File: src/ppdmm_pkg.sv
`timescale 1ns / 1ps

package ppdmm_pkg;

  // pipeline layout
  localparam int NumStages  = 10;
  localparam int StgProd    = 0;
  localparam int StgTau     = 1;
  localparam int StgTilt    = 2;
  localparam int StgMix     = 3;
  localparam int StgRoot    = 4;
  localparam int RootStages = 5;
  localparam int StgCmd     = 9;

  localparam int CfgIdxW  = 3;
  localparam int CfgDataW = 20;

  typedef enum logic [CfgIdxW-1:0] {
    RegPitchTarget   = 3'd0,
    RegPropGain      = 3'd1,
    RegDerivGain     = 3'd2,
    RegTiltMixGain   = 3'd3,
    RegThrustMixGain = 3'd4,
    RegMaxSpeedSq    = 3'd5,
    RegMinSpeedSq    = 3'd6
  } reg_idx_t;

  typedef logic signed [15:0] angle_t;
  typedef logic        [15:0] thrust_t;
  typedef logic        [15:0] gain_t;
  typedef logic        [19:0] mix_gain_t;
  typedef logic        [19:0] sq_t;
  typedef logic signed [33:0] sq_wide_t;
  typedef logic signed [22:0] tau_t;
  typedef logic signed [43:0] tilt_t;
  typedef logic        [31:0] thr_t;
  typedef logic        [9:0]  root_t;
  typedef logic        [11:0] rem_t;
  typedef logic        [7:0]  cmd_t;

  typedef struct packed {
    rem_t  rem;
    root_t root;
  } sqrt_acc_t;

  localparam logic [13:0] SlopeQ16  = 14'd15626;
  localparam logic [20:0] OffsetQ16 = 21'd1695589;
  localparam cmd_t        CmdMin    = 8'd1;
  localparam cmd_t        CmdMax    = 8'd200;

  localparam angle_t    PitchTargetRst   = 16'sd0;
  localparam gain_t     PropGainRst      = 16'd4096;
  localparam gain_t     DerivGainRst     = 16'd1229;
  localparam mix_gain_t TiltMixGainRst   = 20'd144706;
  localparam gain_t     ThrustMixGainRst = 16'd15557;
  localparam sq_t       MaxSpeedSqRst    = 20'd607720;
  localparam sq_t       MinSpeedSqRst    = 20'd12703;

  // one restoring step of the digit-by-digit square root
  function automatic sqrt_acc_t isqrt_step(sqrt_acc_t acc, logic [1:0] pair);
    logic [13:0] rem_sh;
    logic [13:0] trial;
    sqrt_acc_t   res;
    rem_sh = {acc.rem, pair};
    trial  = {2'b00, acc.root, 2'b01};
    if (rem_sh >= trial) begin
      res.rem  = rem_sh[11:0] - trial[11:0];
      res.root = {acc.root[8:0], 1'b1};
    end else begin
      res.rem  = rem_sh[11:0];
      res.root = {acc.root[8:0], 1'b0};
    end
    return res;
  endfunction

  // max test first: with crossed limits, values above the max give the max, all others the min
  function automatic sq_t clamp_sq(sq_wide_t w, sq_t mx, sq_t mn);
    if (w > $signed({14'b0, mx})) begin
      return mx;
    end else if (w < $signed({14'b0, mn})) begin
      return mn;
    end
    return w[19:0];
  endfunction

  function automatic cmd_t to_cmd(root_t s);
    logic        [23:0] prod;
    logic signed [24:0] diff;
    cmd_t               c;
    prod = {10'b0, SlopeQ16} * {14'b0, s};
    diff = $signed({1'b0, prod}) - $signed({4'b0, OffsetQ16});
    c    = diff[23:16];
    if (diff[24]) begin
      return CmdMin;
    end else if (c < CmdMin) begin
      return CmdMin;
    end else if (c > CmdMax) begin
      return CmdMax;
    end
    return c;
  endfunction

endpackage

File: src/ppdmm_cmd.sv
`timescale 1ns / 1ps

module ppdmm_cmd (
  input  logic              clk,
  input  logic              en,
  input  ppdmm_pkg::root_t  root_front,
  input  ppdmm_pkg::root_t  root_side,
  input  ppdmm_pkg::root_t  root_back,
  output ppdmm_pkg::cmd_t   cmd_front,
  output ppdmm_pkg::cmd_t   cmd_side,
  output ppdmm_pkg::cmd_t   cmd_back
);
  import ppdmm_pkg::*;

  cmd_t front_r, side_r, back_r;

  always_ff @(posedge clk) begin
    if (en) begin
      front_r <= to_cmd(root_front);
      side_r  <= to_cmd(root_side);
      back_r  <= to_cmd(root_back);
    end
  end

  assign cmd_front = front_r;
  assign cmd_side  = side_r;
  assign cmd_back  = back_r;

endmodule

File: config.mk
export PLATFORM = sky130hd
export DESIGN_NAME = ppdmm_cmd
export DESIGN_NICKNAME = d
export VERILOG_FILES = /design/src/ppdmm_pkg.sv /design/src/ppdmm_cmd.sv
export SDC_FILE = /design/constraint.sdc
export NUM_CORES = 1
export LEC_CHECK = 0
export BUFFER_PORTS_ARGS = -buffer_cell sky130_fd_sc_hd__buf_2
export CORE_AREA = 2 2 153 170
export CTS_BUF_LIST = sky130_fd_sc_hd__clkbuf_2 sky130_fd_sc_hd__clkbuf_4 sky130_fd_sc_hd__clkbuf_8
export DETAILED_ROUTE_END_ITERATION = 12
export DIE_AREA = 0 0 155 172
export PLACE_DENSITY = 0.59
export SYNTH_ARGS = -nofsm -noshare
export SYNTH_HDL_FRONTEND = slang
export SYNTH_SLANG_ARGS = --single-unit
File: constraint.sdc
create_clock -name clk -period 13.3 [get_ports clk]
set_input_delay 0 -clock clk [delete_from_list [all_inputs] [get_ports clk]]
set_output_delay 0 -clock clk [all_outputs]
set_load 0.01 [all_outputs]
## Word level (Yosys, flattened, before mapping)

Index checks and enable logic that the tools add are counted.

| storage, ports and cells | value |
|---|---|
| bits in registers | 24 |
| word-level logic and storage cells | 39 |
| output and inout bits | 24 |
| input bits | 32 |

| cells by class | value |
|---|---|
| muxes and demuxes | 24 |
| add/sub/neg operators | 3 |
| order comparisons | 6 |
| multiply operators | 3 |

Operators by type and width:

| cell | count |
|---|---|
| 8-bit two-way mux | 12 |
| 24-bit by 21-bit subtractor with 25-bit output, second input constant | 3 |
| 13-bit by 10-bit multiplier with 23-bit output, first input constant | 3 |
| 8-bit > comparator, second input constant | 3 |
| 8-bit by 1-bit < comparator with 1-bit output, second input constant | 3 |
| 1-bit two-way mux | 12 |

## Longest topological paths before layout

| depth | value |
|---|---|
| depth after elaboration | 8 |
| depth in mapped cells | 20 |
| gate-level depth less buffers | 19 |

## Worst setup path after synthesis

Ideal clock, no wire load.

| path | value |
|---|---|
| kind | input port to flip-flop |
| start point | input port root_side[1] |
| end point | register side_r[2], in the netlist cmd_side[2], data pin |
| stages | 20 |
| library setup time | 0.275 ns |
| data arrival time | 4.783 ns |
| buffers on the path | 1 |
| data required time | 13.025 ns |
| setup slack | 8.242 ns |
| cell sequence | inv_1 > fa_1 > inv_1 > ha_1 > inv_1 > fa_1 > fa_1 > inv_1 > fa_1 > ha_1 > buf_6 > a21o_1 > or2_1 > a32o_1 > nor3_4 > xnor2_1 > a211oi_2 > or4_1 > a211oi_2 > a211oi_1 |

| on the way | value |
|---|---|
| word-level cells in the longest chain between the ends | 8 |
| elaborated cells on any way between the ends | 11 |
| classes of those cells | 1 x add/sub; 1 x mul; 2 x order compare; 7 x mux |

Ends and longest elaborated chain:

| item | RTL line | source |
|---|---|---|
| start: declaration | ppdmm_cmd.sv:7 | `input ppdmm_pkg::root_t root_side,` |
| 13-bit by 10-bit multiplier with 23-bit output (*) | ppdmm_pkg.sv:90 | `prod = {10'b0, SlopeQ16} * {14'b0, s};` |
| 24-bit by 21-bit subtractor with 25-bit output (*) | ppdmm_pkg.sv:91 | `diff = $signed({1'b0, prod}) - $signed({4'b0, OffsetQ16});` |
| 8-bit > comparator | ppdmm_pkg.sv:97 | `end else if (c > CmdMax) begin` |
| 1-bit two-way mux | ppdmm_pkg.sv:97 |  |
| 1-bit two-way mux | ppdmm_pkg.sv:95 | `end else if (c < CmdMin) begin` |
| 1-bit two-way mux | ppdmm_pkg.sv:93 | `if (diff[24]) begin` |
| 1-bit two-way mux | ppdmm_cmd.sv:18 | `if (en) begin` |
| 8-bit two-way mux (*) | ppdmm_pkg.sv:100 | `return c;` |
| end signal: assignment | ppdmm_cmd.sv:20 | `side_r <= to_cmd(root_side);` |
| end: declaration | ppdmm_cmd.sv:15 | `cmd_t front_r, side_r, back_r;` |

Every way passes the cells marked *; elsewhere a longest branch is shown, timed or not. The select of a mux whose other input is x is not followed.
A chain may end at the register's enable or synchronous reset.

## Worst setup path in the final report

| path | value |
|---|---|
| start point | input port root_side[1] |
| end point | register side_r[0], in the netlist cmd_side[0], data pin |

Same word-level chain as after synthesis.

==> run_results.csv <==
group,metric,value,unit
run_status,outcome,"completed",
clock_network,cts.sink_count,24,
place,dp.final_hpwl,15390,um
finish,drive_gt1_share,8.266,%
route,drt_iter0_drc,247,
sta,fin_crit,5.306,ns
critical_path,start_kind,"primary input",
critical_path,criticalPathCategory,"in -> reg",
sta,tns,0,ns
synthesis,synthTopCellsByArea,"ha_1 30%, fa_1 19%, inv_1 8.6%, edfxtp_1 8.4%, xnor2_1 3.8%",
synthesis,async_reset_ff_share,0,%
finish,multi_input_area,7083,sq um
global_route,antenna_found_initial,0,
finish,antennaDiodeCount,0,
finish,regArea,720.7,sq um
finish,design_area,9280,sq um
route,drt-pass1-iter-count,4,
synthesis,synth_top_cell_area_share,29.72,%
synthesis,synth_area,8589,sq um
finish,final_common_cell,"ha_1",
clock_network,cts_setup_buffers,0,
synthesis,synth_ff_type,"edfxtp_1",
synthesis,syn_nets,1261,
route,drc_errors,0,
die,die_width,155,um
route,finalWirelength,17380,um
critical_path,cp_max_fo,9,
sta,relSlewSlack,59.47,%
clock_network,cts_tree,"yes",
synthesis,post_synth_num_cell_types,83,
critical_path,end_kind,"flip-flop",
synthesis,yosysTopAreaCell,"ha_1",
worst_hold_path,hold_path_class,"in -> reg",
finish,area_growth,8.041,%
finish,layout.nets,1310,
sta,tightest_slew,0.6057,ns
place,numPortBuffers,55,
clock_network,hold_buffers,0,
global_route,grt_max_degree,25,
global_route,grt_pass1_wl,30300,um
die,die_h,172,um
clock_network,cts-buffers-inserted,3,
sta,rsz0062_at_grt,"no",
place,placed_area,9209,sq um
synthesis,synth-seq-cells,24,
route,num_vias,6658,
finish,fillCellCount,2537,
place,place_congestion,0.8475,
job,drv_cap,0,
die,die-area,26660,sq um
synthesis,yosysSeqAreaShare,8.390,%
synthesis,synth_enable_flop_cells,24,
clock_network,cts_root_buf,"clkbuf_8",
global_route,grt_pass1_vias,6651,
sta,hold_violations,0,
critical_path,required,13.31,ns
finish,layout_common_cells,"204 x ha_1, 196 x inv_1, 81 x fa_1",
critical_path,cp-startpoint,"root_side[1]",
die,ioPinCount,56,
sta,hold_ws,0.2367,ns
die,start_util,34.42,%
clock_network,cts_resized,0,
clock_network,htree_levels,1,
sta,post-route-period-util,39.90,%
synthesis,yosysWarnings,0,
critical_path,crit_path_cell_trace,"buf_2, inv_1, fa_1, inv_1, ha_1, inv_1, fa_1, fa_1, inv_1, fa_1, ha_1, a21o_1, or2_1, a32o_1, nor3_4, xnor2_1, a211oi_2, nor3_2, o32ai_2, o32ai_1",
die,num_rows,61,
critical_path,crit_path_top_delay_cell,"fa_1",
critical_path,worst_path_largest_cell_delay,0.55,ns
critical_path,crit_end,"cmd_side[0]",
route,detail-route-antenna-nets,0,
clock_network,clock_path_buffers,2,
die,core-area,24960,sq um
synthesis,synthCells,944,
synthesis,syn_avg_cell_area,9.099,sq um
sta,finalSetupViolCount,0,
clock_network,clkTransAtPathRegs,0.09,ns
route,wl_per_cell,13.30,um
critical_path,crit_arrival,5.32,ns
route,routed_via_density,5.094,
sta,maxSlewViolCount,0,
sta,fmax,188.5,MHz
global_route,grt_usage,13.42,%
finish,utilization,37.18,%
global_route,grt.overflow.total,0,
==> final cells by class <==
| type | instances | share of cell area, % |
|---|---|---|
| clock inverter | 1 | 0.3236 |
| multi-input combinational | 713 | 76.32 |
| sequential | 24 | 7.766 |
| tap | 315 | 4.247 |
| clock buffer | 3 | 0.4449 |
| timing repair buffer | 55 | 2.966 |
| inverter | 196 | 7.928 |
==> critical path, delay by kind of cell <==
family          cells  cell delay, ns
compound gates      5            1.45
simple gates        3            0.61
fa+ha+maj           6            2.69
xor+xnor            1            0.14
buf+inv             5            0.41
==> through the flow <==
stage / cells / setup slack, ns
2_1_floorplan: 944 / 8.242
3_3_place_gp: 1303 / 7.778
3_5_place_dp: 1303 / 7.726
4_1_cts: 1307 / 7.996
5_1_grt: 1307 / 7.639
6_report: 1307 / 7.994
==> cells in the mapped netlist, drive strengths merged (9+ instances only) <==
library cell and count:
ha 204, inv 196, fa 81, a21oi 43, nor2 37, xnor2 37, o21ai 29, edfxtp 24
nor3 23, xor2 23, nand2 22, a21o 17, a211oi 15, a31oi 14, nand3 14, o211ai 11
nor2b 10, mux2i 9
==> cell families after synthesis <==
kind of cell	count (synthesis)	synth area share, %
flops	24	8.390
compound gates	192	15.97
mux	9	1.049
simple gates	167	10.74
buf+inv	207	9.148
xor+xnor	60	6.118
fa+ha+maj	285	48.59
==> routing by layer <==
metal	vias up	global-route usage (%)	routed length [um]
met4	0	0.8052	62
met1	3207	17.70	8425
met2	59	25.14	8517
met3	6	0.9524	378
met5	-	0	0
li1	3386	-	-
==> worst min path at each step <==
stage | startpoint | to | slack [ns] | cells past startpoint
5_1_grt | en | cmd_side[6] | 0.27 | 1
4_1_cts | en | cmd_side[6] | 0.25 | 1
3_3_place_gp | cmd_side[6] | cmd_side[6] | 0.41 | 1
2_1_floorplan | en | cmd_back[0] | 0.11 | 0
3_5_place_dp | cmd_side[6] | cmd_side[6] | 0.41 | 1
6_report | en | cmd_side[6] | 0.24 | 1
==> state kept, by name (all words and copies together), names as in the netlist <==
| register | cells |
|---|---|
| cmd_front | 8 |
| cmd_back | 8 |
| cmd_side | 8 |
Power is left out: the tool's default activity adds up to more than one toggle a clock period on the data nets, which glitch-free logic cannot reach.
