File: src/ppdmm_pkg.sv
`timescale 1ns / 1ps

package ppdmm_pkg;

  // pipeline layout
  localparam int NumStages  = 10;
  localparam int StgProd    = 0;
  localparam int StgTau     = 1;
  localparam int StgTilt    = 2;
  localparam int StgMix     = 3;
  localparam int StgRoot    = 4;
  localparam int RootStages = 5;
  localparam int StgCmd     = 9;

  localparam int CfgIdxW  = 3;
  localparam int CfgDataW = 20;

  typedef enum logic [CfgIdxW-1:0] {
    RegPitchTarget   = 3'd0,
    RegPropGain      = 3'd1,
    RegDerivGain     = 3'd2,
    RegTiltMixGain   = 3'd3,
    RegThrustMixGain = 3'd4,
    RegMaxSpeedSq    = 3'd5,
    RegMinSpeedSq    = 3'd6
  } reg_idx_t;

  typedef logic signed [15:0] angle_t;
  typedef logic        [15:0] thrust_t;
  typedef logic        [15:0] gain_t;
  typedef logic        [19:0] mix_gain_t;
  typedef logic        [19:0] sq_t;
  typedef logic signed [33:0] sq_wide_t;
  typedef logic signed [22:0] tau_t;
  typedef logic signed [43:0] tilt_t;
  typedef logic        [31:0] thr_t;
  typedef logic        [9:0]  root_t;
  typedef logic        [11:0] rem_t;
  typedef logic        [7:0]  cmd_t;

  typedef struct packed {
    rem_t  rem;
    root_t root;
  } sqrt_acc_t;

  localparam logic [13:0] SlopeQ16  = 14'd15626;
  localparam logic [20:0] OffsetQ16 = 21'd1695589;
  localparam cmd_t        CmdMin    = 8'd1;
  localparam cmd_t        CmdMax    = 8'd200;

  localparam angle_t    PitchTargetRst   = 16'sd0;
  localparam gain_t     PropGainRst      = 16'd4096;
  localparam gain_t     DerivGainRst     = 16'd1229;
  localparam mix_gain_t TiltMixGainRst   = 20'd144706;
  localparam gain_t     ThrustMixGainRst = 16'd15557;
  localparam sq_t       MaxSpeedSqRst    = 20'd607720;
  localparam sq_t       MinSpeedSqRst    = 20'd12703;

  // one restoring step of the digit-by-digit square root
  function automatic sqrt_acc_t isqrt_step(sqrt_acc_t acc, logic [1:0] pair);
    logic [13:0] rem_sh;
    logic [13:0] trial;
    sqrt_acc_t   res;
    rem_sh = {acc.rem, pair};
    trial  = {2'b00, acc.root, 2'b01};
    if (rem_sh >= trial) begin
      res.rem  = rem_sh[11:0] - trial[11:0];
      res.root = {acc.root[8:0], 1'b1};
    end else begin
      res.rem  = rem_sh[11:0];
      res.root = {acc.root[8:0], 1'b0};
    end
    return res;
  endfunction

  // max test first: with crossed limits, values above the max give the max, all others the min
  function automatic sq_t clamp_sq(sq_wide_t w, sq_t mx, sq_t mn);
    if (w > $signed({14'b0, mx})) begin
      return mx;
    end else if (w < $signed({14'b0, mn})) begin
      return mn;
    end
    return w[19:0];
  endfunction

  function automatic cmd_t to_cmd(root_t s);
    logic        [23:0] prod;
    logic signed [24:0] diff;
    cmd_t               c;
    prod = {10'b0, SlopeQ16} * {14'b0, s};
    diff = $signed({1'b0, prod}) - $signed({4'b0, OffsetQ16});
    c    = diff[23:16];
    if (diff[24]) begin
      return CmdMin;
    end else if (c < CmdMin) begin
      return CmdMin;
    end else if (c > CmdMax) begin
      return CmdMax;
    end
    return c;
  endfunction

endpackage

File: src/ppdmm_isqrt.sv
`timescale 1ns / 1ps

module ppdmm_isqrt (
  input  logic                                clk,
  input  logic [ppdmm_pkg::RootStages-1:0]    en,
  input  ppdmm_pkg::sq_t                      sq,
  output ppdmm_pkg::root_t                    root
);
  import ppdmm_pkg::*;

  sqrt_acc_t acc_r  [RootStages];
  sq_t       rest_r [RootStages-1];

  // two result bits per stage, radicand consumed from the top
  for (genvar g = 0; g < RootStages; g++) begin : g_stage
    sqrt_acc_t acc_in, acc_mid, acc_nxt;
    sq_t       bits_in;

    if (g == 0) begin : g_first
      assign acc_in  = '0;
      assign bits_in = sq;
    end else begin : g_next
      assign acc_in  = acc_r[g-1];
      assign bits_in = rest_r[g-1];
    end

    assign acc_mid = isqrt_step(acc_in, bits_in[19:18]);
    assign acc_nxt = isqrt_step(acc_mid, bits_in[17:16]);

    always_ff @(posedge clk) begin
      if (en[g]) begin
        acc_r[g] <= acc_nxt;
      end
    end

    if (g < RootStages - 1) begin : g_rest
      always_ff @(posedge clk) begin
        if (en[g]) begin
          rest_r[g] <= {bits_in[15:0], 4'b0};
        end
      end
    end
  end

  assign root = acc_r[RootStages-1].root;

endmodule

File: config.mk
export PLATFORM = sky130hd
export DESIGN_NAME = ppdmm_isqrt
export DESIGN_NICKNAME = d
export VERILOG_FILES = /design/src/ppdmm_pkg.sv /design/src/ppdmm_isqrt.sv
export SDC_FILE = /design/constraint.sdc
export NUM_CORES = 1
export LEC_CHECK = 0
export BUFFER_PORTS_ARGS = -buffer_cell sky130_fd_sc_hd__buf_2
export CAP_MARGIN = 40
export CELL_PAD_IN_SITES_DETAIL_PLACEMENT = 1
export CELL_PAD_IN_SITES_GLOBAL_PLACEMENT = 1
export CORE_MARGIN = 2
export CORE_UTILIZATION = 50
export DETAILED_ROUTE_END_ITERATION = 12
export PLACE_DENSITY = 0.77
export REMOVE_ABC_BUFFERS = 1
export SLEW_MARGIN = 20
export SYNTH_ARGS = -nofsm -noshare
export SYNTH_HDL_FRONTEND = slang
export SYNTH_SLANG_ARGS = --single-unit
export TNS_END_PERCENT = 20
File: constraint.sdc
create_clock -name clk -period 7.58 [get_ports clk]
set_input_delay 0.758 -clock clk [delete_from_list [all_inputs] [get_ports clk]]
set_output_delay 0.758 -clock clk [all_outputs]
set_load 0.005 [all_outputs]
# ---- Word-level counts from Yosys, hierarchy flattened
# Memories as Yosys holds them, arrays and structs flattened.
# Index checks and enable logic that the tools add are counted.
dict set report classes {
  muxes 20
  order_cmp 10
  add_sub_neg 10
}
# cell count
set ops {}
lappend ops {{$mux W22} 10}
lappend ops {{$ge A14 B12 Y1} 9}
lappend ops {{$sub A12 B12 Y12} 9}
lappend ops {{$mux W1} 10}
lappend ops {{$sub A2 B1 Y3 const B} 1}
lappend ops {{$ge A2 B1 Y1 const B} 1}
dict set report totals {
  wordCells 42
  inputBits 26
  ram_bits 174
  memories 2
  regBits 0
}
# name words width read_ports rd_ports_with_merged_regs wr line_no
set memory_table {}
lappend memory_table {acc_r 5 22 5 0 5 ppdmm_isqrt.sv:11} ;# sqrt_acc_t acc_r [RootStages];
lappend memory_table {rest_r 4 16 4 0 4 ppdmm_isqrt.sv:12} ;# sq_t rest_r [RootStages-1];

# ---- Depth between registers and ports, before layout
# Gate-level depths: netlist of the first run.
# An unclocked memory read counts as a cell.
dict set report logic_depth {
  depth_word 5
  depth_mapped 19
  ltp_nobuf 18
}

# ---- Worst setup path after synthesis of the first run
# No wires, ideal clock.
dict set report synth_path {
  path_type {register to register}
  start {memory acc_r[0][59] in the netlist's numbering}
  end {memory acc_r[0][79] in the netlist's numbering (data pin)}
  n_path_buf 2
  path_slack_ps 3250
  synth_period_minus_slack_ps 4330
  setup_time_ps 262
  t_arrival_ps 4068
  t_required_ps 7318
  path_stages_with_launch 17
  path_cell_list {edfxtp_1 ha_1 or4_1 a2111o_1 nor2_4 nand2_2 clkbuf_1 a31o_2 ha_1 and3_1 and3_1 nand2_1 nor4_1 or4_1 buf_2 nor2_8 mux2_1}
}
# item line_no
set synth_lines {}
lappend synth_lines {{start: declaration} ppdmm_isqrt.sv:11}

==> results of run 1 <==
-- state kept, by name (all words and copies together) (netlist names) --
register and count:
acc_r 74, rest_r 40
-- cell families (layout without fill, tap and decap cells) --
family | count (synthesis) | in the layout | synth area share
fa+ha+maj | 60 | 60 | 0.1029
flops | 114 | 114 | 0.4692
buf+inv | 73 | 123 | 0.04459
xor+xnor | 53 | 53 | 0.06362
mux | 27 | 27 | 0.04047
compound gates | 147 | 147 | 0.1384
simple gates | 187 | 187 | 0.1408
-- cell type report --
cell class	instances	area (um^2)
Clock buffer	17	425.4
Clock inverter	15	198.9
Fill cell	1535	6155
Inverter	55	206.4
Multi-Input combinational cell	474	3547
Sequential cell	114	3423
Tap cell	184	230.2
Timing Repair Buffer	36	182.7
-- stage by stage --
stage | hold WS (ns) | util
5_1_grt | 0.4283 | 0.5717
2_1_floorplan | 0.4003 | -
3_3_place_gp | 0.4003 | 0.5277
3_5_place_dp | 0.4093 | 0.5282
6_report | 0.4220 | 0.5717
4_1_cts | 0.4236 | 0.5717
-- worst max-delay path, cell delays in order (launching register included) --
cell and delay [ns]:
edfxtp_1 0.42, inv_1 0.11, ha_1 0.36, and4_1 0.23
a211o_1 0.34, or3_4 0.45, a21oi_1 0.28, ha_1 0.37
a21o_1 0.22, a21oi_1 0.19, o21bai_1 0.08, a221o_1 0.42
a2111oi_4 0.48, nand4b_4 0.31, mux2_2 0.37
-- power groups by stage --
stage | registers, uW | clock network (uW) | logic [uW]
after floorplan | 859 | 0 | 559
after global placement | 882 | 0 | 709
after detailed placement | 888 | 0 | 740
after CTS | 878 | 856 | 764
after global routing | 886 | 880 | 843
final | 878 | 849 | 769
-- Yosys cell counts (all sizes together), types with 3 or more instances --
cell	count	share of area
clkbuf	3	0.0015
mux2i	7	0.0096
or2	6	0.0051
nand4b	3	0.0057
nand4	9	0.0077
a211oi	3	0.0031
nor3b	3	0.0031
buf	15	0.015
nand2b	7	0.0060
nand3b	4	0.0046
ha	60	0.10
inv	55	0.028
o21bai	4	0.0041
nand3	13	0.0089
and3	7	0.0060
or4	4	0.0041
or3	7	0.0067
a2111oi	7	0.011
a21o	14	0.014
o21a	12	0.012
o211ai	4	0.0041
a31o	3	0.0036
nand2	30	0.016
and2	3	0.0026
nor2b	6	0.0051
xnor2	31	0.037
nor2	54	0.031
nor4	11	0.0094
o31ai	3	0.0031
mux2	20	0.031
o21ai	25	0.017
a21oi	43	0.030
nor3	13	0.0089
edfxtp	114	0.47
xor2	22	0.026
-- worst max-delay path by stage --
stage                                      start                endpoint  slack, ns
after floorplan           acc_r[0][59]$_DFFE_PP_  acc_r[0][79]$_DFFE_PP_       3.30
after global routing      acc_r[0][44]$_DFFE_PP_  acc_r[0][81]$_DFFE_PP_       2.39
after global placement    acc_r[0][49]$_DFFE_PP_  acc_r[0][83]$_DFFE_PP_       2.84
final                     acc_r[0][24]$_DFFE_PP_  acc_r[0][60]$_DFFE_PP_       2.66
after CTS                 acc_r[0][24]$_DFFE_PP_  acc_r[0][60]$_DFFE_PP_       2.68
after detailed placement  acc_r[0][49]$_DFFE_PP_  acc_r[0][79]$_DFFE_PP_       2.75
-- layer usage --
metal,up-vias,track usage,wire (um)
met5,-,0,0
met4,0,0.1157,724
met3,48,0.04467,488
met2,107,0.4542,9899
met1,2657,0.2820,7571
li1,2547,-,-
==> results.md, run 1 <==
- Crit path DAT: 5.08 ns
- Maximum VDD drop: 168.8 uV
- Mapped Area: 0.007296 mm^2
- Clock share of power: 0.340
- Pre-CTS setup slack: 2.750 ns
- Worst clock skew: 0.007966 ns
- # clock sinks: 114
- Setup TNS: 0 ns
- Status: finished, final reports clean
- Commonest non-fill, non-tap cell in the layout: edfxtp_1
- Int Power: 1665 uW
- Initial Utilization: 0.5077
- Total congestion overflow: 0
- Commonest register cell after synthesis: edfxtp_1
- DRC Markers: 0
- Boundary Pins: 36
- Asr flop ratio synth: 0
- Tmin final: 4.916 ns
- Worst Max-Slew Pin Slew: 0.7329 ns
- DR vias/cell: 5.988
- TritonCTS clock tree: done
- Crit path launch type: flip-flop
- Crit end category: flip-flop
- Antenna violations before repair: 0
- Crit share post-route: 0.6486
- Post CTS Setup Buffer Count: 0
- TritonRoute pass-1 iters: 5
- Hold path startpoint: rest_r[0][7]$_DFFE_PP_
- Largest net degree at the start of global routing: 29
- WP data required: 7.74 ns
- CTS buffer count: 17
- Hold buffer count at CTS: 0
- H-tree depth: 4
- Crit Reg-Reg Endpoint: acc_r[0][60]$_DFFE_PP_
- Worst Hold Class: flip-flop to flip-flop
- Post-route ant nets: 0
- Hold Fails Final Rpt: 0
- Die Area: 0.01557 mm^2
- Avg WL per Cell: 20.88 um
- Min setup slack post-route: 2.664 ns
- MaxCap Viol Count: 0
- #FFs+latches synth: 114
- Port Buffer Count: 35
- Placed cell count: 863
- Ant diodes: 0
- WL final: 18,680 um
- Sequential Power Share: 0.352
- Setup CP Type: flip-flop to flip-flop
- Commonest cells after routing, fill and taps aside: edfxtp_1 (114), ha_1 (60), inv_1 (53), nor2_1 (52), a21oi_1 (42)
- Sequential-to-total area share from yosys stat: 0.4692
- First-pass GRT wire length: 30,460 um
- Root buf cell: clkbuf_16
- Core Area: 0.01437 mm^2
- Cell Pwr Density: 303.9 mW/mm^2
- YS warnings: 0
- Fin. max-slew vios: 0
- Die width: 124.8 um
- Layout cells sized above 1: 0.1491
- Synth cell types: 73
- Drt initial violations: 290
- RSZ-0062 raised after global routing: false
- CP max FO: 14
- Hold depth: 0
- Syn Inst Count: 661
- Final setup fails: 0
- P&R area growth vs syn: 12.59%
- Post-synth EDFFs: 114
- P_leak: 0.003328 uW
- Sw power: 831.8 uW
- Launch point of the worst reg-to-reg path: acc_r[0][24]$_DFFE_PP_
- Switching share of power: 0.3332
- CTS resizes: 0
- Power Total: 2496 uW
- Via count: 5,359
- Design Area, Final: 0.008214 mm^2
- Hold Path Sink: rest_r[1][11]$_DFFE_PP_
- Clock Path Buffers: 2
- Syn Area/Cell: 11.04 um^2
- Max transition margin: 0.5069
- Logic pwr share: 0.308
- Dpl cell area: 0.007590 mm^2
- Reg2Reg Depth: 14
- DIE HEIGHT: 124.8 um
- Clk_lat worst skew: 0.42 ns
- Clock-pin slew of the registers on the worst-case setup and hold paths: 0.06 ns
- Row count: 44
- Final non-filler cell total: 895
- Gp weighted congestion: 0.8789
- Overall Global Routing Usage: 0.2492
- F_max: 203.4 MHz
- Number of global-route vias before repair: 5,825
- Post-DP HPWL: 13,760 um
- Final net count: 784
- Reg2Reg Setup Slack: 2.66 ns
No activity file was read; power rests on OpenSTA's default activity.
==> inputs of run 2 (changes only) <==
Settings changed: ABC_AREA set to 1, CORE_UTILIZATION 50 to 43, PLACE_DENSITY 0.77 to 0.74.
Clock period 7.58 ns to 4.3 ns, I/O delays scaled along.
==> results.md, run 2 <==
- Design Area, Final: 0.009173 mm^2
- Commonest register cell after synthesis: edfxtp_1
- Antenna violations before repair: 0
- Overall Global Routing Usage: 0.2131
- Avg WL per Cell: 15.62 um
- Layer with the highest usage: met2
- Gp weighted congestion: 0.9215
- Clock share of power: 0.317
- P&R area growth vs syn: 11.30%
- DIE HEIGHT: 142.4 um
- Asr flop ratio synth: 0
- Fin. max-slew vios: 0
- WP data required: 4.47 ns
- Worst Max-Slew Pin Slew: 0.6460 ns
- Layout cells sized above 1: 0.1439
- Status: finished, final reports clean
- Int Power: 2827 uW
- Final core occ: 0.4887
- # clock sinks: 114
- Boundary Pins: 36
- F_max: 251.3 MHz
- Post-DP HPWL: 16,370 um
- MaxCap Viol Count: 0
- Crit path DAT: 4.15 ns
- CP max FO: 15
- Met2 Resource Use GR: 0.3897
- Hold buffer count at CTS: 0
- Crit Reg-Reg Endpoint: acc_r[0][83]$_DFFE_PP_
- Final setup fails: 0
- Initial Utilization: 0.4391
- Largest net degree at the start of global routing: 29
- Sequential-to-total area share from yosys stat: 0.4154
- Hold path startpoint: sq[3]
- Switching share of power: 0.3705
- Crit-path cells: inv_1, ha_1, nand2_1, inv_2, nand2_2, nor2_2, nor2_4, nand2_8, inv_6, o21ai_0, ha_1, a21o_1, nand2_1, nor3b_4, nand3_4, nand2_1, nand2_1
- Row count: 50
- Syn Area/Cell: 8.192 um^2
- Maximum VDD drop: 281.6 uV
- Met1 Use GR: 0.2587
- Post CTS Setup Buffer Count: 0
- Post-route ant nets: 0
- Clock-pin slew of the registers on the worst-case setup and hold paths: 0.06 ns
- Post-synth top area share: 0.4154
- Hold depth: 1
- Most used cell, CP: nand2_1
- Syn Inst Count: 1,006
- First-pass GRT wire length: 34,010 um
- Dpl cell area: 0.008579 mm^2
- CP peak stage delay: 0.53 ns
- Reg2Reg Setup Slack: 0.32 ns
- Mapped Area: 0.008242 mm^2
- YS warnings: 0
- Total congestion overflow: 0
- Reg2Reg Depth: 17
- Root buf cell: clkbuf_16
- #FFs+latches synth: 114
- Top post-synthesis cells by area: edfxtp_1 (42%), nand2_1 (13%), ha_1 (9.1%), inv_1 (6.6%), nand3_1 (3.4%)
- Die Area: 0.02029 mm^2
- TritonRoute pass-1 iters: 4
- Final net count: 1,129
- Leading cell type by number of instances after synthesis: nand2_1
- Commonest non-fill, non-tap cell in the layout: nand2_1
- Die width: 142.4 um
- Worst clock skew: 0.008191 ns
- P_leak: 0.004388 uW
- Max reg flops: 74
- Tmin final: 3.979 ns
- Via count: 6,580
- Largest Register: acc_r
- Sequential Power Share: 0.337
- Hold Path Sink: rest_r[0][3]$_DFFE_PP_
- Post-synth EDFFs: 114
- Launch point of the worst reg-to-reg path: acc_r[0][49]$_DFFE_PP_
- Drt initial violations: 206
- Commonest cells after routing, fill and taps aside: nand2_1 (285), inv_1 (144), edfxtp_1 (114), nor2_1 (72), ha_1 (60)
- Logic pwr share: 0.346
- Synth cell count leaders: nand2_1 (285), inv_1 (144), edfxtp_1 (114)
- Cell Pwr Density: 489.6 mW/mm^2
- Met3 GRT Util: 0.03197
- WL final: 20,150 um
- Number of global-route vias before repair: 6,962
- CP max-delay cell: nor3b_4
- Crit path launch type: flip-flop
- Core Area: 0.01877 mm^2
- Port Buffer Count: 35
- TritonCTS clock tree: done
- DR vias/cell: 5.101
- H-tree depth: 4
- Setup CP Type: flip-flop to flip-flop
- Sw power: 1664 uW
- Ant diodes: 0
- Synth cell types: 46
- Hold Fails Final Rpt: 0
- Area leader, netlist: edfxtp_1
- Power Total: 4491 uW
- CTS buffer count: 17
- Worst Hold Class: input port to flip-flop
- Max transition margin: 0.5693
- Clk_lat worst skew: 0.42 ns
- RSZ-0062 raised after global routing: false
- Setup TNS: 0 ns
- Hold slack: 0.1837 ns
- CTS resizes: 0
- DRC Markers: 0
- Clock Path Buffers: 2
- Crit end category: flip-flop
- Crit share post-route: 0.9254
- Largest regs: acc_r: 74 flops, rest_r: 40 flops
run 2: changes by cell type after synthesis, sizes merged, moves of 12 or more:
cell / previous run / this run
o21a: 12 / 0
nor2: 54 / 84
nand2: 30 / 324
xnor2: 31 / 8
nand4: 9 / 24
nand3: 13 / 67
inv: 55 / 155
o21ai: 25 / 46
mux2: 20 / 0
run 2: critical path: cells and delay by family (launching register included):
kind / cells / cell delay [ns]
AOI/OAI and AO/OA: 2 / 0.61
adders and majority gates: 2 / 0.77
buffers and inverters: 3 / 0.26
DFF: 1 / 0.45
and+or+nand+nor: 10 / 1.62
run 2: kinds of logic after synthesis:
group                      after synthesis  share of synthesized area
DFF                                    114                     0.4154
buffers and inverters                  175                    0.08972
xor gates and xnor gates                33                    0.03507
and+or+nand+nor                        527                     0.3058
AOI/OAI and AO/OA                       97                    0.06300
adders and majority gates               60                    0.09109
run 2: worst max path at each step:
| stage | start | end | slack (ns) | cells past startpoint |
|---|---|---|---|---|
| after global routing | acc_r[0][49]$_DFFE_PP_ | acc_r[0][83]$_DFFE_PP_ | 0.08 | 17 |
| after CTS | acc_r[0][49]$_DFFE_PP_ | acc_r[0][83]$_DFFE_PP_ | 0.32 | 17 |
| final | acc_r[0][49]$_DFFE_PP_ | acc_r[0][83]$_DFFE_PP_ | 0.32 | 17 |
| after global placement | acc_r[0][49]$_DFFE_PP_ | acc_r[0][83]$_DFFE_PP_ | 0.37 | 17 |
| after floorplan | acc_r[0][59]$_DFFE_PP_ | acc_r[0][83]$_DFFE_PP_ | 1.17 | 16 |
| after detailed placement | acc_r[0][49]$_DFFE_PP_ | acc_r[0][83]$_DFFE_PP_ | 0.32 | 17 |
run 2: per-stage QoR:
stage / std cells / setup slack [ns]
2_1_floorplan: 986 / 1.168
5_1_grt: 1290 / 0.07713
3_5_place_dp: 1258 / 0.3191
3_3_place_gp: 1258 / 0.3651
6_report: 1290 / 0.3209
4_1_cts: 1290 / 0.3155
run 2: layer usage:
metal  part of all wire  up-vias
met3              0.018       25
met5                  0        -
met4              0.014        0
li1                   -     3360
met2               0.52       72
met1               0.45     3123
run 2: cell type report:
type / instances / area, um^2
clock buffers: 18 / 429.2
clock inverters: 14 / 163.9
fillers: 2314 / 9595
inverters: 155 / 586.8
multi-input cells: 717 / 4079
flip-flops and latches: 114 / 3423
well taps: 234 / 292.8
repair buffers: 38 / 197.7
run 2: power by group through the flow:
stage,Sequential [uW],Clock (uW),Combinational [uW]
floorplan,1490,0,1190
global placement,1530,0,1520
detailed placement,1540,0,1560
CTS,1520,1450,1570
global route,1530,1490,1790
finish,1510,1430,1550
==> inputs of run 3 (changes only) <==
Settings changed: MAX_ROUTING_LAYER set to met4.
==> results.md, run 3 (synthesis gave the netlist of run 2 again) <==
- Largest Register: acc_r
- Maximum VDD drop: 321.6 uV
- Clk_lat worst skew: 0.42 ns
- Drt initial violations: 211
- # clock sinks: 114
- CTS resizes: 0
- Worst Max-Slew Pin Slew: 0.6486 ns
- Placed cell count: 1,257
- P_leak: 0.004369 uW
- Overall Global Routing Usage: 0.2179
- Pre-CTS setup slack: 0.3043 ns
- WL final: 20,280 um
- Clock-pin slew of the registers on the worst-case setup and hold paths: 0.06 ns
- CP peak stage delay: 0.53 ns
- CTS buffer count: 17
- Clock Path Buffers: 2
- Total congestion overflow: 0
- Final net count: 1,128
- CP max-delay cell: nor3b_4
- Status: finished, final reports clean
- Most used cell, CP: nand2_1
- Commonest cells after routing, fill and taps aside: nand2_1 (285), inv_1 (144), edfxtp_1 (114), nor2_1 (72), ha_1 (60)
- Hold buffer count at CTS: 0
- Max reg flops: 74
- MaxCap Viol Count: 0
- Gp weighted congestion: 0.9130
- Boundary Pins: 36
- Reg2Reg Setup Slack: 0.38 ns
- Post CTS Setup Buffer Count: 0
- Crit path DAT: 4.09 ns
- Power Total: 4536 uW
- TritonCTS clock tree: done
- Initial Utilization: 0.4391
- Setup TNS: 0 ns
- Fin. max-slew vios: 0
- DR vias/cell: 5.117
- Setup CP Type: flip-flop to flip-flop
- Largest net degree at the start of global routing: 29
- Antenna violations before repair: 0
- TritonRoute pass-1 iters: 4
- Via count: 6,596
- Crit path launch type: flip-flop
- H-tree depth: 4
- Crit share post-route: 0.9118
- Final non-filler cell total: 1,289
- Core Area: 0.01877 mm^2
- WP data required: 4.47 ns
- Max transition margin: 0.5676
- CP max FO: 15
- F_max: 255.0 MHz
- DRC Markers: 0
- Ant diodes: 0
- Number of global-route vias before repair: 6,921
- Post-route ant nets: 0
- Worst Hold Class: input port to flip-flop
- First-pass GRT wire length: 33,620 um
- Crit path buf inv count: 3
- Min setup slack post-route: 0.3792 ns
- Post-DP HPWL: 16,470 um
- Tmin final: 3.921 ns
- P&R area growth vs syn: 11.40%
- Hold Fails Final Rpt: 0
- Crit end category: flip-flop
- Die width: 142.4 um
- Fill cell count: 2,299
- Crit-path cells: inv_1, ha_1, nand2_1, inv_2, nand2_2, nor2_2, nor2_4, nand2_8, inv_6, o21ai_0, ha_1, a21o_1, nand2_1, nor3b_4, nand3_4, nand2_1, nand2_1
- Commonest non-fill, non-tap cell in the layout: nand2_1
- Final core occ: 0.4892
- DIE HEIGHT: 142.4 um
- RSZ-0062 raised after global routing: false
- Delay-heaviest family, CP: simple AND/OR/NAND/NOR gates
- Layout cells sized above 1: 0.1431
- Avg WL per Cell: 15.73 um
- Port Buffer Count: 35
- Largest regs: acc_r: 74 flops, rest_r: 40 flops
- Die Area: 0.02029 mm^2
- Final setup fails: 0
- Cell Pwr Density: 494.0 mW/mm^2
- Worst clock skew: 0.01138 ns
- Row count: 50
- Root buf cell: clkbuf_16
==> run 3: cell types whose count changed in the layout (fill, tap and decap cells not counted), sizes merged <==
cell and delta:
bufinv +1, buf -1, clkinvlp +5, inv -6
==> run 3: per-stage QoR <==
| stage | instance area (um^2) | hold WS (ns) |
|---|---|---|
| finish | 9181 | 0.1817 |
| global route | 9181 | 0.1663 |
| CTS | 9181 | 0.1674 |
| detailed placement | 8572 | 0.4063 |
| global placement | 8572 | 0.4007 |
| floorplan | 8089 | 0.4003 |
==> run 3: where the power goes <==
group          switching, uW  leakage [uW]  internal (uW)
combinational           1020       0.00300            538
clock                    542      0.000280            917
sequential              97.4       0.00109           1420
total                   1660       0.00437           2870
==> run 3: worst paths after layout <==
kind / cells past startpoint / start / to
max: 17 / acc_r[0][49]$_DFFE_PP_ / acc_r[0][83]$_DFFE_PP_
min: 1 / sq[5] / rest_r[0][5]$_DFFE_PP_
max reg2reg: 17 / acc_r[0][49]$_DFFE_PP_ / acc_r[0][83]$_DFFE_PP_
min reg2reg: 0 / rest_r[1][9]$_DFFE_PP_ / rest_r[2][13]$_DFFE_PP_
==> run 3: layer usage <==
layer  track usage  vias to the layer above  wire (um)
met1        0.2591                     3121       9210
met2        0.3811                       78      10320
met5             -                        -          0
met4       0.07087                        0        367
li1              -                     3366          -
met3       0.03096                       31        377
==> run 3: layout make-up <==
type / count / area (um^2) / share of cell area
clock buffer: 18 / 429.2 / 0.04674
clock inverter: 14 / 180.2 / 0.01962
inverter: 155 / 586.8 / 0.06391
multi-input combinational: 717 / 4079 / 0.4443
sequential: 114 / 3423 / 0.3729
tap: 234 / 292.8 / 0.03189
timing repair buffer: 37 / 190.2 / 0.02071
